$ cat src/sha_pkg.sv
// Package: SHA-256 constants, round functions and the shared request type.
package sha_pkg;

    localparam logic [31:0] ROUND_K [64] = '{
        32'h428a2f98, 32'h71374491, 32'hb5c0fbcf, 32'he9b5dba5,
        32'h3956c25b, 32'h59f111f1, 32'h923f82a4, 32'hab1c5ed5,
        32'hd807aa98, 32'h12835b01, 32'h243185be, 32'h550c7dc3,
        32'h72be5d74, 32'h80deb1fe, 32'h9bdc06a7, 32'hc19bf174,
        32'he49b69c1, 32'hefbe4786, 32'h0fc19dc6, 32'h240ca1cc,
        32'h2de92c6f, 32'h4a7484aa, 32'h5cb0a9dc, 32'h76f988da,
        32'h983e5152, 32'ha831c66d, 32'hb00327c8, 32'hbf597fc7,
        32'hc6e00bf3, 32'hd5a79147, 32'h06ca6351, 32'h14292967,
        32'h27b70a85, 32'h2e1b2138, 32'h4d2c6dfc, 32'h53380d13,
        32'h650a7354, 32'h766a0abb, 32'h81c2c92e, 32'h92722c85,
        32'ha2bfe8a1, 32'ha81a664b, 32'hc24b8b70, 32'hc76c51a3,
        32'hd192e819, 32'hd6990624, 32'hf40e3585, 32'h106aa070,
        32'h19a4c116, 32'h1e376c08, 32'h2748774c, 32'h34b0bcb5,
        32'h391c0cb3, 32'h4ed8aa4a, 32'h5b9cca4f, 32'h682e6ff3,
        32'h748f82ee, 32'h78a5636f, 32'h84c87814, 32'h8cc70208,
        32'h90befffa, 32'ha4506ceb, 32'hbef9a3f7, 32'hc67178f2
    };

    localparam logic [31:0] INIT_H [8] = '{
        32'h6a09e667, 32'hbb67ae85, 32'h3c6ef372, 32'ha54ff53a,
        32'h510e527f, 32'h9b05688c, 32'h1f83d9ab, 32'h5be0cd19
    };

    localparam int QUEUE_DEPTH = 4;
    localparam logic [7:0] PAD_BYTE = 8'h80;

    // Request from front to back: one byte and/or end mark.
    typedef struct packed {
        logic [7:0] data_byte;
        logic       has_byte;
        logic       message_end;
    } sha_req_t;

    function automatic logic [31:0] rotr(input logic [31:0] x, input int n);
        rotr = (x >> n) | (x << (32 - n));
    endfunction

    function automatic logic [31:0] bsig0(input logic [31:0] x);
        bsig0 = rotr(x, 2) ^ rotr(x, 13) ^ rotr(x, 22);
    endfunction

    function automatic logic [31:0] bsig1(input logic [31:0] x);
        bsig1 = rotr(x, 6) ^ rotr(x, 11) ^ rotr(x, 25);
    endfunction

    function automatic logic [31:0] ssig0(input logic [31:0] x);
        ssig0 = rotr(x, 7) ^ rotr(x, 18) ^ (x >> 3);
    endfunction

    function automatic logic [31:0] ssig1(input logic [31:0] x);
        ssig1 = rotr(x, 17) ^ rotr(x, 19) ^ (x >> 10);
    endfunction

endpackage

$ cat src/sha256_message_hasher.sv
// Top level: SHA-256 hasher, byte stream in, 256-bit digest out.
//
// Slave stream: one request per message byte. tdata carries data_byte, tuser
// bit 0 is has_byte, tlast marks message_end. An end request with has_byte
// low ends the message without a byte (empty message allowed).
// Master stream: one 256-bit digest per message, digest_0 in tdata[63:0]
// through digest_3 in tdata[255:192], each big-endian.
// Requests go through a short queue into the hash engine. Each byte is
// shifted into the block buffer; every 64th byte starts a compression
// (load, 64 rounds, add) by the single round unit, during which no
// requests are taken. The end request starts padding: pad, zero and
// length bytes up to the end of the block (64 - n for n bytes held), plus
// a further padded block and compression when n >= 56, then the final
// compression and the digest into the output register.
// Reset loads the standard initial hash values and empties the queue.
// While the receiver stalls, the digest is held; the engine and queue keep
// taking bytes of the next message until its digest needs the output.
module sha256_message_hasher
    import sha_pkg::*;
#(
    parameter int DEPTH = QUEUE_DEPTH
)
(
    input  logic         clk,
    input  logic         rst_n,
    input  logic         s_tvalid,
    output logic         s_tready,
    input  logic [7:0]   s_tdata,   // [7:0] data_byte
    input  logic         s_tuser,   // [0] has_byte
    input  logic         s_tlast,
    output logic         m_tvalid,
    input  logic         m_tready,
    output logic [255:0] m_tdata    // digest_0, digest_1, digest_2, digest_3
);

    sha_req_t     s_req, q_req;
    logic         q_valid, q_pop;
    logic [255:0] digest;

    assign s_req.data_byte   = s_tdata;
    assign s_req.has_byte    = s_tuser;
    assign s_req.message_end = s_tlast;

    sha_front #(.DEPTH(DEPTH)) u_front (
        .clk(clk), .rst_n(rst_n),
        .s_tvalid(s_tvalid), .s_tready(s_tready), .s_req(s_req),
        .q_valid(q_valid), .q_pop(q_pop), .q_req(q_req)
    );

    sha_engine u_engine (
        .clk(clk), .rst_n(rst_n),
        .q_valid(q_valid), .q_pop(q_pop), .q_req(q_req),
        .m_tvalid(m_tvalid), .m_tready(m_tready), .m_tdata(digest)
    );

    // Engine packs digest_0 high; port wants digest_0 low
    assign m_tdata = {digest[63:0], digest[127:64], digest[191:128], digest[255:192]};

endmodule

$ cat src/sha_front.sv
// Front end: input request queue feeding the hash engine.
module sha_front
    import sha_pkg::*;
#(
    parameter int DEPTH = QUEUE_DEPTH
)
(
    input  logic       clk,
    input  logic       rst_n,
    input  logic       s_tvalid,
    output logic       s_tready,
    input  sha_req_t   s_req,
    output logic       q_valid,
    input  logic       q_pop,
    output sha_req_t   q_req
);

    localparam int AW = (DEPTH > 1) ? $clog2(DEPTH) : 1;

    sha_req_t         mem_reg [DEPTH];
    logic [AW-1:0]    wr_ptr_reg, rd_ptr_reg;
    logic [AW:0]      count_reg;
    logic             push, pop;

    assign s_tready = (count_reg != (AW+1)'(DEPTH));
    assign q_valid  = (count_reg != '0);
    assign push     = s_tvalid && s_tready;
    assign pop      = q_pop && q_valid;
    assign q_req    = mem_reg[rd_ptr_reg];

    // Queue storage
    always_ff @(posedge clk)
    begin
        if (push)
        begin
            mem_reg[wr_ptr_reg] <= s_req;
        end
    end

    // Pointers and count
    always_ff @(posedge clk or negedge rst_n)
    begin
        if (!rst_n)
        begin
            wr_ptr_reg <= '0;
            rd_ptr_reg <= '0;
            count_reg  <= '0;
        end
        else
        begin
            if (push)
            begin
                wr_ptr_reg <= (wr_ptr_reg == AW'(DEPTH - 1)) ? '0 : wr_ptr_reg + 1'b1;
            end
            if (pop)
            begin
                rd_ptr_reg <= (rd_ptr_reg == AW'(DEPTH - 1)) ? '0 : rd_ptr_reg + 1'b1;
            end
            count_reg <= count_reg + (AW+1)'(push) - (AW+1)'(pop);
        end
    end

    assert property (@(posedge clk) disable iff (!rst_n)
        count_reg <= (AW+1)'(DEPTH))
        else $error("queue count overflow");
    assert property (@(posedge clk) disable iff (!rst_n)
        (count_reg == '0) |-> !pop)
        else $error("pop from empty queue");
    assert property (@(posedge clk) disable iff (!rst_n)
        (push && !pop) |=> count_reg == $past(count_reg) + 1'b1)
        else $error("count not tracking push");

endmodule

$ cat src/sha_engine.sv
// Back end: block shift register, padding sequencer and one-round-per-cycle compressor.
module sha_engine
    import sha_pkg::*;
(
    input  logic         clk,
    input  logic         rst_n,
    input  logic         q_valid,
    output logic         q_pop,
    input  sha_req_t     q_req,
    output logic         m_tvalid,
    input  logic         m_tready,
    output logic [255:0] m_tdata
);

    typedef enum logic [2:0] {
        ST_TAKE, ST_PAD, ST_LEN, ST_COMP, ST_ADD, ST_OUT
    } state_t;

    state_t        state_reg;
    logic [511:0]  blk_reg;        // block bytes, oldest byte in the top bits
    logic [5:0]    fill_reg;
    logic [63:0]   bits_reg;
    logic [63:0]   total_reg;      // bit length, shifted out a byte at a time
    logic [31:0]   h_reg [8];
    logic [31:0]   v_reg [8];
    logic [31:0]   w_reg [16];
    logic [5:0]    rnd_reg;
    logic          final_reg;      // compression in progress is the last one
    logic          pad_first_reg;  // pad byte still to be inserted
    logic          pad_active_reg; // padding sequence under way
    logic          len_reg;        // length bytes being inserted
    logic [255:0]  out_reg;
    logic          out_valid_reg;

    logic [31:0] t1, t2, w_new, w_cur;
    logic        len_byte;
    logic [7:0]  pad_byte;

    // Message schedule and round arithmetic
    always_comb
    begin
        w_cur = w_reg[0];
        w_new = ssig1(w_reg[14]) + w_reg[9] + ssig0(w_reg[1]) + w_reg[0];
        t1 = v_reg[7] + bsig1(v_reg[4]) + ((v_reg[4] & v_reg[5]) ^ (~v_reg[4] & v_reg[6]))
             + ROUND_K[rnd_reg] + w_cur;
        t2 = bsig0(v_reg[0]) + ((v_reg[0] & v_reg[1]) ^ (v_reg[0] & v_reg[2])
             ^ (v_reg[1] & v_reg[2]));
    end

    // Next padding byte: pad mark, zero fill or length byte
    always_comb
    begin
        len_byte = !pad_first_reg && (len_reg || fill_reg == 6'd56);
        if (pad_first_reg)
        begin
            pad_byte = PAD_BYTE;
        end
        else if (len_byte)
        begin
            pad_byte = total_reg[63:56];
        end
        else
        begin
            pad_byte = 8'd0;
        end
    end

    assign q_pop    = (state_reg == ST_TAKE) && q_valid;
    assign m_tvalid = out_valid_reg;
    assign m_tdata  = out_reg;

    // Sequencer, buffer and compression datapath
    always_ff @(posedge clk or negedge rst_n)
    begin
        if (!rst_n)
        begin
            state_reg      <= ST_TAKE;
            blk_reg        <= '0;
            fill_reg       <= '0;
            bits_reg       <= '0;
            total_reg      <= '0;
            rnd_reg        <= '0;
            final_reg      <= 1'b0;
            pad_first_reg  <= 1'b0;
            pad_active_reg <= 1'b0;
            len_reg        <= 1'b0;
            out_valid_reg  <= 1'b0;
            for (int i = 0; i < 8; i++)
            begin
                h_reg[i] <= INIT_H[i];
            end
        end
        else
        begin
            if (out_valid_reg && m_tready && state_reg != ST_OUT)
            begin
                out_valid_reg <= 1'b0;
            end
            case (state_reg)
                ST_TAKE:
                begin
                    if (q_pop)
                    begin
                        if (q_req.has_byte)
                        begin
                            blk_reg  <= {blk_reg[503:0], q_req.data_byte};
                            fill_reg <= fill_reg + 1'b1;
                        end
                        if (q_req.message_end)
                        begin
                            pad_first_reg <= 1'b1;
                        end
                        if (q_req.has_byte && fill_reg == 6'd63)
                        begin
                            // full block: compress before any padding
                            final_reg <= 1'b0;
                            bits_reg  <= bits_reg + 64'd512;
                            state_reg <= ST_LEN;
                        end
                        else if (q_req.message_end)
                        begin
                            state_reg <= ST_PAD;
                        end
                    end
                end
                ST_PAD:
                begin
                    // one padding byte per cycle up to the end of the block
                    blk_reg        <= {blk_reg[503:0], pad_byte};
                    fill_reg       <= fill_reg + 1'b1;
                    pad_active_reg <= 1'b1;
                    if (pad_first_reg)
                    begin
                        total_reg     <= bits_reg + {55'd0, fill_reg, 3'd0};
                        pad_first_reg <= 1'b0;
                    end
                    else if (len_byte)
                    begin
                        total_reg <= {total_reg[55:0], 8'd0};
                        len_reg   <= 1'b1;
                    end
                    if (fill_reg == 6'd63)
                    begin
                        final_reg <= len_byte;
                        state_reg <= ST_LEN;
                    end
                end
                ST_LEN:
                begin
                    state_reg <= ST_COMP;
                    rnd_reg   <= '0;
                    for (int i = 0; i < 16; i++)
                    begin
                        w_reg[i] <= blk_reg[511 - 32*i -: 32];
                    end
                    for (int i = 0; i < 8; i++)
                    begin
                        v_reg[i] <= h_reg[i];
                    end
                end
                ST_COMP:
                begin
                    for (int i = 0; i < 15; i++)
                    begin
                        w_reg[i] <= w_reg[i+1];
                    end
                    w_reg[15] <= w_new;
                    v_reg[7] <= v_reg[6];
                    v_reg[6] <= v_reg[5];
                    v_reg[5] <= v_reg[4];
                    v_reg[4] <= v_reg[3] + t1;
                    v_reg[3] <= v_reg[2];
                    v_reg[2] <= v_reg[1];
                    v_reg[1] <= v_reg[0];
                    v_reg[0] <= t1 + t2;
                    rnd_reg  <= rnd_reg + 1'b1;
                    if (rnd_reg == 6'd63)
                    begin
                        state_reg <= ST_ADD;
                    end
                end
                ST_ADD:
                begin
                    for (int i = 0; i < 8; i++)
                    begin
                        h_reg[i] <= h_reg[i] + v_reg[i];
                    end
                    if (final_reg)
                    begin
                        state_reg <= ST_OUT;
                    end
                    else if (pad_first_reg || pad_active_reg)
                    begin
                        state_reg <= ST_PAD;
                    end
                    else
                    begin
                        state_reg <= ST_TAKE;
                    end
                end
                ST_OUT:
                begin
                    if (!out_valid_reg || m_tready)
                    begin
                        for (int i = 0; i < 8; i++)
                        begin
                            out_reg[255 - 32*i -: 32] <= h_reg[i];
                            h_reg[i] <= INIT_H[i];
                        end
                        out_valid_reg  <= 1'b1;
                        fill_reg       <= '0;
                        bits_reg       <= '0;
                        final_reg      <= 1'b0;
                        pad_active_reg <= 1'b0;
                        len_reg        <= 1'b0;
                        state_reg      <= ST_TAKE;
                    end
                end
                default:
                begin
                    state_reg <= ST_TAKE;
                end
            endcase
        end
    end

    assert property (@(posedge clk) disable iff (!rst_n)
        (state_reg == ST_COMP && rnd_reg == 6'd63) |=> state_reg == ST_ADD)
        else $error("compression did not finish after 64 rounds");
    assert property (@(posedge clk) disable iff (!rst_n)
        q_pop |-> state_reg == ST_TAKE)
        else $error("request taken while busy");
    assert property (@(posedge clk) disable iff (!rst_n)
        (out_valid_reg && !m_tready) |=> $stable(out_reg))
        else $error("digest changed while stalled");
    assert property (@(posedge clk) disable iff (!rst_n)
        (out_valid_reg && !m_tready) |=> out_valid_reg)
        else $error("digest dropped while stalled");

endmodule
$ cat config.mk
export PLATFORM = sky130hd
export DESIGN_NAME = sha256_message_hasher
export DESIGN_NICKNAME = d
export VERILOG_FILES = /design/src/sha_pkg.sv /design/src/sha256_message_hasher.sv /design/src/sha_front.sv /design/src/sha_engine.sv
export SDC_FILE = /design/constraint.sdc
export NUM_CORES = 2
export LEC_CHECK = 0
export BUFFER_PORTS_ARGS = -buffer_cell sky130_fd_sc_hd__buf_2
export CAP_MARGIN = 15
export CORE_ASPECT_RATIO = 1.2
export CORE_MARGIN = 2
export CORE_UTILIZATION = 50
export CTS_CLUSTER_DIAMETER = 30
export DETAILED_ROUTE_END_ITERATION = 12
export PLACE_DENSITY = 0.77
export SYNTH_ARGS = -nofsm -noshare
export SYNTH_HDL_FRONTEND = slang
export SYNTH_SLANG_ARGS = --single-unit
export TNS_END_PERCENT = 30
$ cat constraint.sdc
create_clock -name clk -period 23.6 [get_ports clk]
set_input_delay 2.36 -clock clk [delete_from_list [all_inputs] [get_ports clk]]
set_output_delay 2.36 -clock clk [all_outputs]
set_load 0.03 [all_outputs]
# Word level (Yosys, flattened, before mapping)

Memories as Yosys holds them, arrays and structs flattened.
Index checks and enable logic that the tools add are counted.

Bits of input ports: 14
Memory bits (read-only): 2,048
Flip-flop bits (word level): 1,179
Memories kept: 4
Output and inout bits: 258
RAM bits: 808
Logic and storage cells: 238

Memories:

| memory           | depth | width | rd ports | clocked after Yosys merged registers in | wr ports | RTL line         | RTL |
|---|---|---|---|---|---|---|---|
| (name not given) | 64    | 32    | 1        | 0                                       | 0        | sha_engine.sv:45 | `+ ROUND_K[rnd_reg] + w_cur;` |
| u_engine.w_reg   | 16    | 32    | 16       | 0                                       | 16       | sha_engine.sv:26 | `logic [31:0] w_reg [16];` |
| u_engine.v_reg   | 8     | 32    | 8        | 0                                       | 8        | sha_engine.sv:25 | `logic [31:0] v_reg [8];` |
| u_front.mem_reg  | 4     | 10    | 1        | 0                                       | 1        | sha_front.sv:20  | `sha_req_t mem_reg [DEPTH];` |

$add $sub $neg: 26
Reductions and logical operators: 34
$lt $le $gt $ge: 1
Bitwise operators: 52
Muxes and demuxes: 76
Eq/ne operators: 22

Operators with widths:

| operator               | number |
|---|---|
| $mux 512               | 2 |
| $pmux 512 s2           | 1 |
| $mux 32                | 26 |
| $add 32x32->32         | 18 |
| $pmux 256 s2           | 1 |
| $mux 64                | 5 |
| $xor 32x32->32         | 9 |
| $mux 256               | 1 |
| $and 32x32->32         | 5 |
| $pmux 64 s2            | 1 |
| $add 64x10->64 const B | 1 |
| $add 64x9->64          | 1 |
| $not 32->32            | 1 |
| $or 10x32->32          | 1 |
| $or 13x32->32          | 1 |
| $or 14x32->32          | 1 |
| $or 15x32->32          | 1 |
| $or 19x32->32          | 1 |
| $or 21x32->32          | 1 |
| $or 25x32->32          | 1 |
| $or 26x32->32          | 1 |
| $or 30x32->32          | 1 |
| $or 7x32->32           | 1 |
| $xor 32x22->32         | 1 |
| 36 further kinds       | 128 |

# Logic depth before layout (Yosys ltp)

An unclocked memory read counts as a cell.

Depth after elaboration: 10
Gate-level depth with buffers: 41
Gate-level depth less buffers: 39

# Cells and area by module

From an unflattened synthesis, not the netlist that was laid out.

Cells, all modules: 9,291
Area, all modules: 103,488.0 um2

By module, submodules not included:

| module     | cells an instance | area each (um2) | sequential area each (um2) | times used |
|---|---|---|---|---|
| sha_engine | 9,196             | 101,562.4       | 53,541.4                   | 1 |
| sha_front  | 95                | 1,925.6         | 1,376.3                    | 1 |

# Worst setup path after synthesis

OpenSTA, ideal clock, no wires.

Kind: input-to-reg
Start: in rst_n
End: mem u_engine.w_reg[15][15], in the netlist u_engine.w_reg[0][495], data pin
Path slack: 2.043 ns
Arrival: 21.368 ns
Path buffers: 2
Stages on the path: 6
Required time: 23.412 ns
Setup time: 0.188 ns
Cells stage by stage: and2_1 > nor2b_1 > clkbuf_1 > clkbuf_1 > nand2_1 > o41ai_1

RTL lines:

| what        | RTL line                    | RTL |
|---|---|---|
| from (decl) | sha256_message_hasher.sv:25 | `input logic rst_n,` |
| to (decl)   | sha_engine.sv:26            |  |

==> results.py <==
metrics = {
    "status": {
        "status": "complete, no violations",
    },
    "sta": {
        "finalSetupTns_ps": 0,
        "grt_setup_unrepaired": "false",
        "slew_headroom_pct": 13.1,
        "slew_viol_final": 0,
        "fin_skew_ps": 146,
        "fmax_mhz": 89.7,
        "hold_viol": 0,
        "setup_viol": 0,
        "timing.hold.ws_ps": 453,
        "period_minus_slack_ps": 11150,
        "tightest_slew_ps": 1300,
        "finalCritPeriodShare_pct": 47.2,
    },
    "cells_and_area": {
        "fillers": 16300,
        "drive_above_1_share_pct": 16.9,
        "fin_util_pct": 58.4,
        "syn_to_final_growth_pct": 15.8,
        "final_nets": 10500,
        "seqCellArea_mm2": 0.0549,
        "multi_input_area_mm2": 0.0458,
    },
    "die": {
        "dieArea_mm2": 0.211,
        "initial_core_util_pct": 50.4,
        "fp.dieH_um": 502,
        "die_x_um": 419,
        "core_mm2": 0.205,
        "placementRows": 182,
        "io_pins": 272,
    },
    "setup_path": {
        "cp.required_ps": 24280,
        "worst-path-buf-inv": 3,
        "crit_path_top_delay_cell": "dfrtp_1",
        "critPathLaunchType": "flop",
        "reg2reg_depth": 34,
        "crit_fanout": 15,
        "cp_common_cell": "o21ai_0",
        "worst_ep_arrival_time_ps": 11830,
        "worst-path-stages": 34,
        "critPathKind": "reg -> reg",
        "worstSetupEndpointType": "flop",
        "critPathMaxStageDelay_ps": 800,
        "cpLargestDelayFamily": "compound AO/OA/AOI/OAI gates",
    },
    "flow_run": {
        "cap_violations": 0,
    },
    "clocking": {
        "cts-root-buf": "clkbuf_16",
        "htree_num_levels": 5,
        "clkTransAtPathRegs_ps": 50,
        "insertion_delay_ps": 1030,
        "cts_max_path_buffers": 4,
        "numCtsBuffers": 366,
        "cts-hold-fix-buffers": 0,
        "cts_resized": 0,
        "post_cts_buffers": 0,
        "cts_tree": "done",
        "cts.sinks": 1975,
    },
    "routing": {
        "drcViolationCount": 0,
        "ant_nets": 0,
        "viasPerCell": 5.86,
        "drt-initial-drc-count": 7513,
        "drt-total-wl_um": 314000,
        "dr.pass1.iters": 6,
        "vias": 76000,
        "post_drt_wl_per_cell_um": 24.2,
    },
    "grt": {
        "antenna_found_initial": 10,
        "grt_pass1_wl_um": 470000,
        "grt-ovfl-total": 0,
        "grt_max_degree": 176,
        "grt_pass1_vias": 75500,
        "grtUsageTotal_pct": 29.6,
    },
    "worst_hold_path": {
        "worstHoldPathCells": 2,
        "hold_path.class": "reg -> reg",
    },
    "logic_synthesis": {
        "yosys.area.top_type": "edfxtp_1",
        "synth_area_mm2": 0.104,
        "synth_simple_gate_area_share_pct": 13.7,
        "avgSynthCellArea_um2": 10.7,
        "synth-adder-area-share_pct": 8.90,
        "yosys_warnings": 0,
        "syn_inst": 9646,
        "synth_edf_count": 1064,
        "synth.yosys.seq_area_share_pct": 53.1,
        "syn_nets": 10300,
        "synth_ff_type": "edfxtp_1",
        "synth_cell_type_count": 103,
        "ys_top_cells_by_area": "edfxtp_1 (31%), dfrtp_1 (19%), nand2_1 (8.9%)",
        "yosysTopAreaCellShare_pct": 30.9,
        "synth-compound-area-share_pct": 9.44,
        "synthXorXnorAreaFrac_pct": 5.18,
        "ys_ff_latch": 1975,
        "yosys-top-cells-count": "nand2_1 (2,466), edfxtp_1 (1,064), dfrtp_1 (775)",
        "ys_async_sr_fraction_pct": 46.1,
        "synth_top_family_by_area": "simple AND/OR/NAND/NOR gates",
        "synth.area.mux_share_pct": 6.92,
        "yosysMostFrequentCell": "nand2_1",
    },
    "placement": {
        "port-buffer-count": 271,
        "gp_congestion": 0.970,
        "dp_hpwl_um": 221000,
    },
}
-- cells in the final DEF (no fill, tap or decap), types with 46 or more instances in the layout --
master	instances
buf_4	87
nand3_1	147
mux2i_1	89
fa_1	196
mux2_2	515
a21o_1	144
xnor2_1	371
nand2_1	2463
inv_1	306
xor2_1	239
a31oi_1	57
nor2_1	375
dfrtp_1	771
o21a_1	56
a211oi_1	58
clkinvlp_4	46
nand2b_1	67
o21ai_0	526
dfstp_2	136
nor3_1	116
buf_2	270
a21oi_1	452
clkinv_2	47
ha_1	401
edfxtp_1	1064
clkbuf_16	374
-- worst reg2reg max path, delay by kind of cell (launching register included) --
family	cells	cell delay (ps)
compound gates	15	3610
xor+xnor	3	740
fa+ha+maj	7	3420
buf+inv	3	770
flops	1	800
simple gates	6	1510
-- routing by layer --
| layer | GRT usage, % | vias to the layer above | wire, um |
|---|---|---|---|
| li1 | - | 34200 | - |
| met1 | 37.2 | 38000 | 122000 |
| met2 | 48.4 | 3154 | 150000 |
| met3 | 5.69 | 747 | 23400 |
| met4 | 15.4 | 10 | 18000 |
| met5 | 0 | - | 53 |
-- cell type report --
type	instances	share of cell area, %
timing repair buffer	362	1.75
sequential	1975	45.8
tap	2760	2.88
antenna	4	0.00835
multi-input combinational	6899	38.2
clock buffer	426	8.15
clock inverter	237	2.21
inverter	311	0.974
-- cell families (layout without fill, tap and decap cells) --
| family | after synthesis | after routing |
|---|---|---|
| adders and majority gates | 624 | 624 |
| buffers and inverters | 772 | 1336 |
| and+or+nand+nor | 3434 | 3434 |
| xor gates and xnor gates | 611 | 611 |
| other | 0 | 4 |
| muxes | 625 | 625 |
| DFF | 1975 | 1975 |
| AOI/OAI and AO/OA | 1605 | 1605 |
-- per-stage QoR --
stage	cell area (um^2)	cells	setup WS, ps
6_report	120000	13000	12450
5_1_grt	120000	13000	11920
4_1_cts	120000	13000	12660
3_5_place_dp	107000	12300	12690
3_3_place_gp	107000	12300	12660
2_1_floorplan	104000	9646	2040
-- path summary, 6_finish.rpt --
| path | startpoint | end | slack (ps) |
|---|---|---|---|
| hold / removal | u_engine.w_reg[0][239] | u_engine.w_reg[0][207] | 450 |
| setup reg to reg | u_engine.rnd_reg[1] | u_engine.v_reg[0][31] | 12450 |
| min in group asynchronous | rst_n | u_engine.blk_reg[101] | 1370 |
| setup / recovery | u_engine.rnd_reg[1] | u_engine.v_reg[0][31] | 12450 |
| hold reg to reg | u_engine.w_reg[0][239] | u_engine.w_reg[0][207] | 450 |
| max in group asynchronous | rst_n | u_engine.pad_first_reg | 19300 |
Power is left out: the tool's default activity adds up to more than one toggle a clock period on the data nets, which glitch-free logic cannot reach.
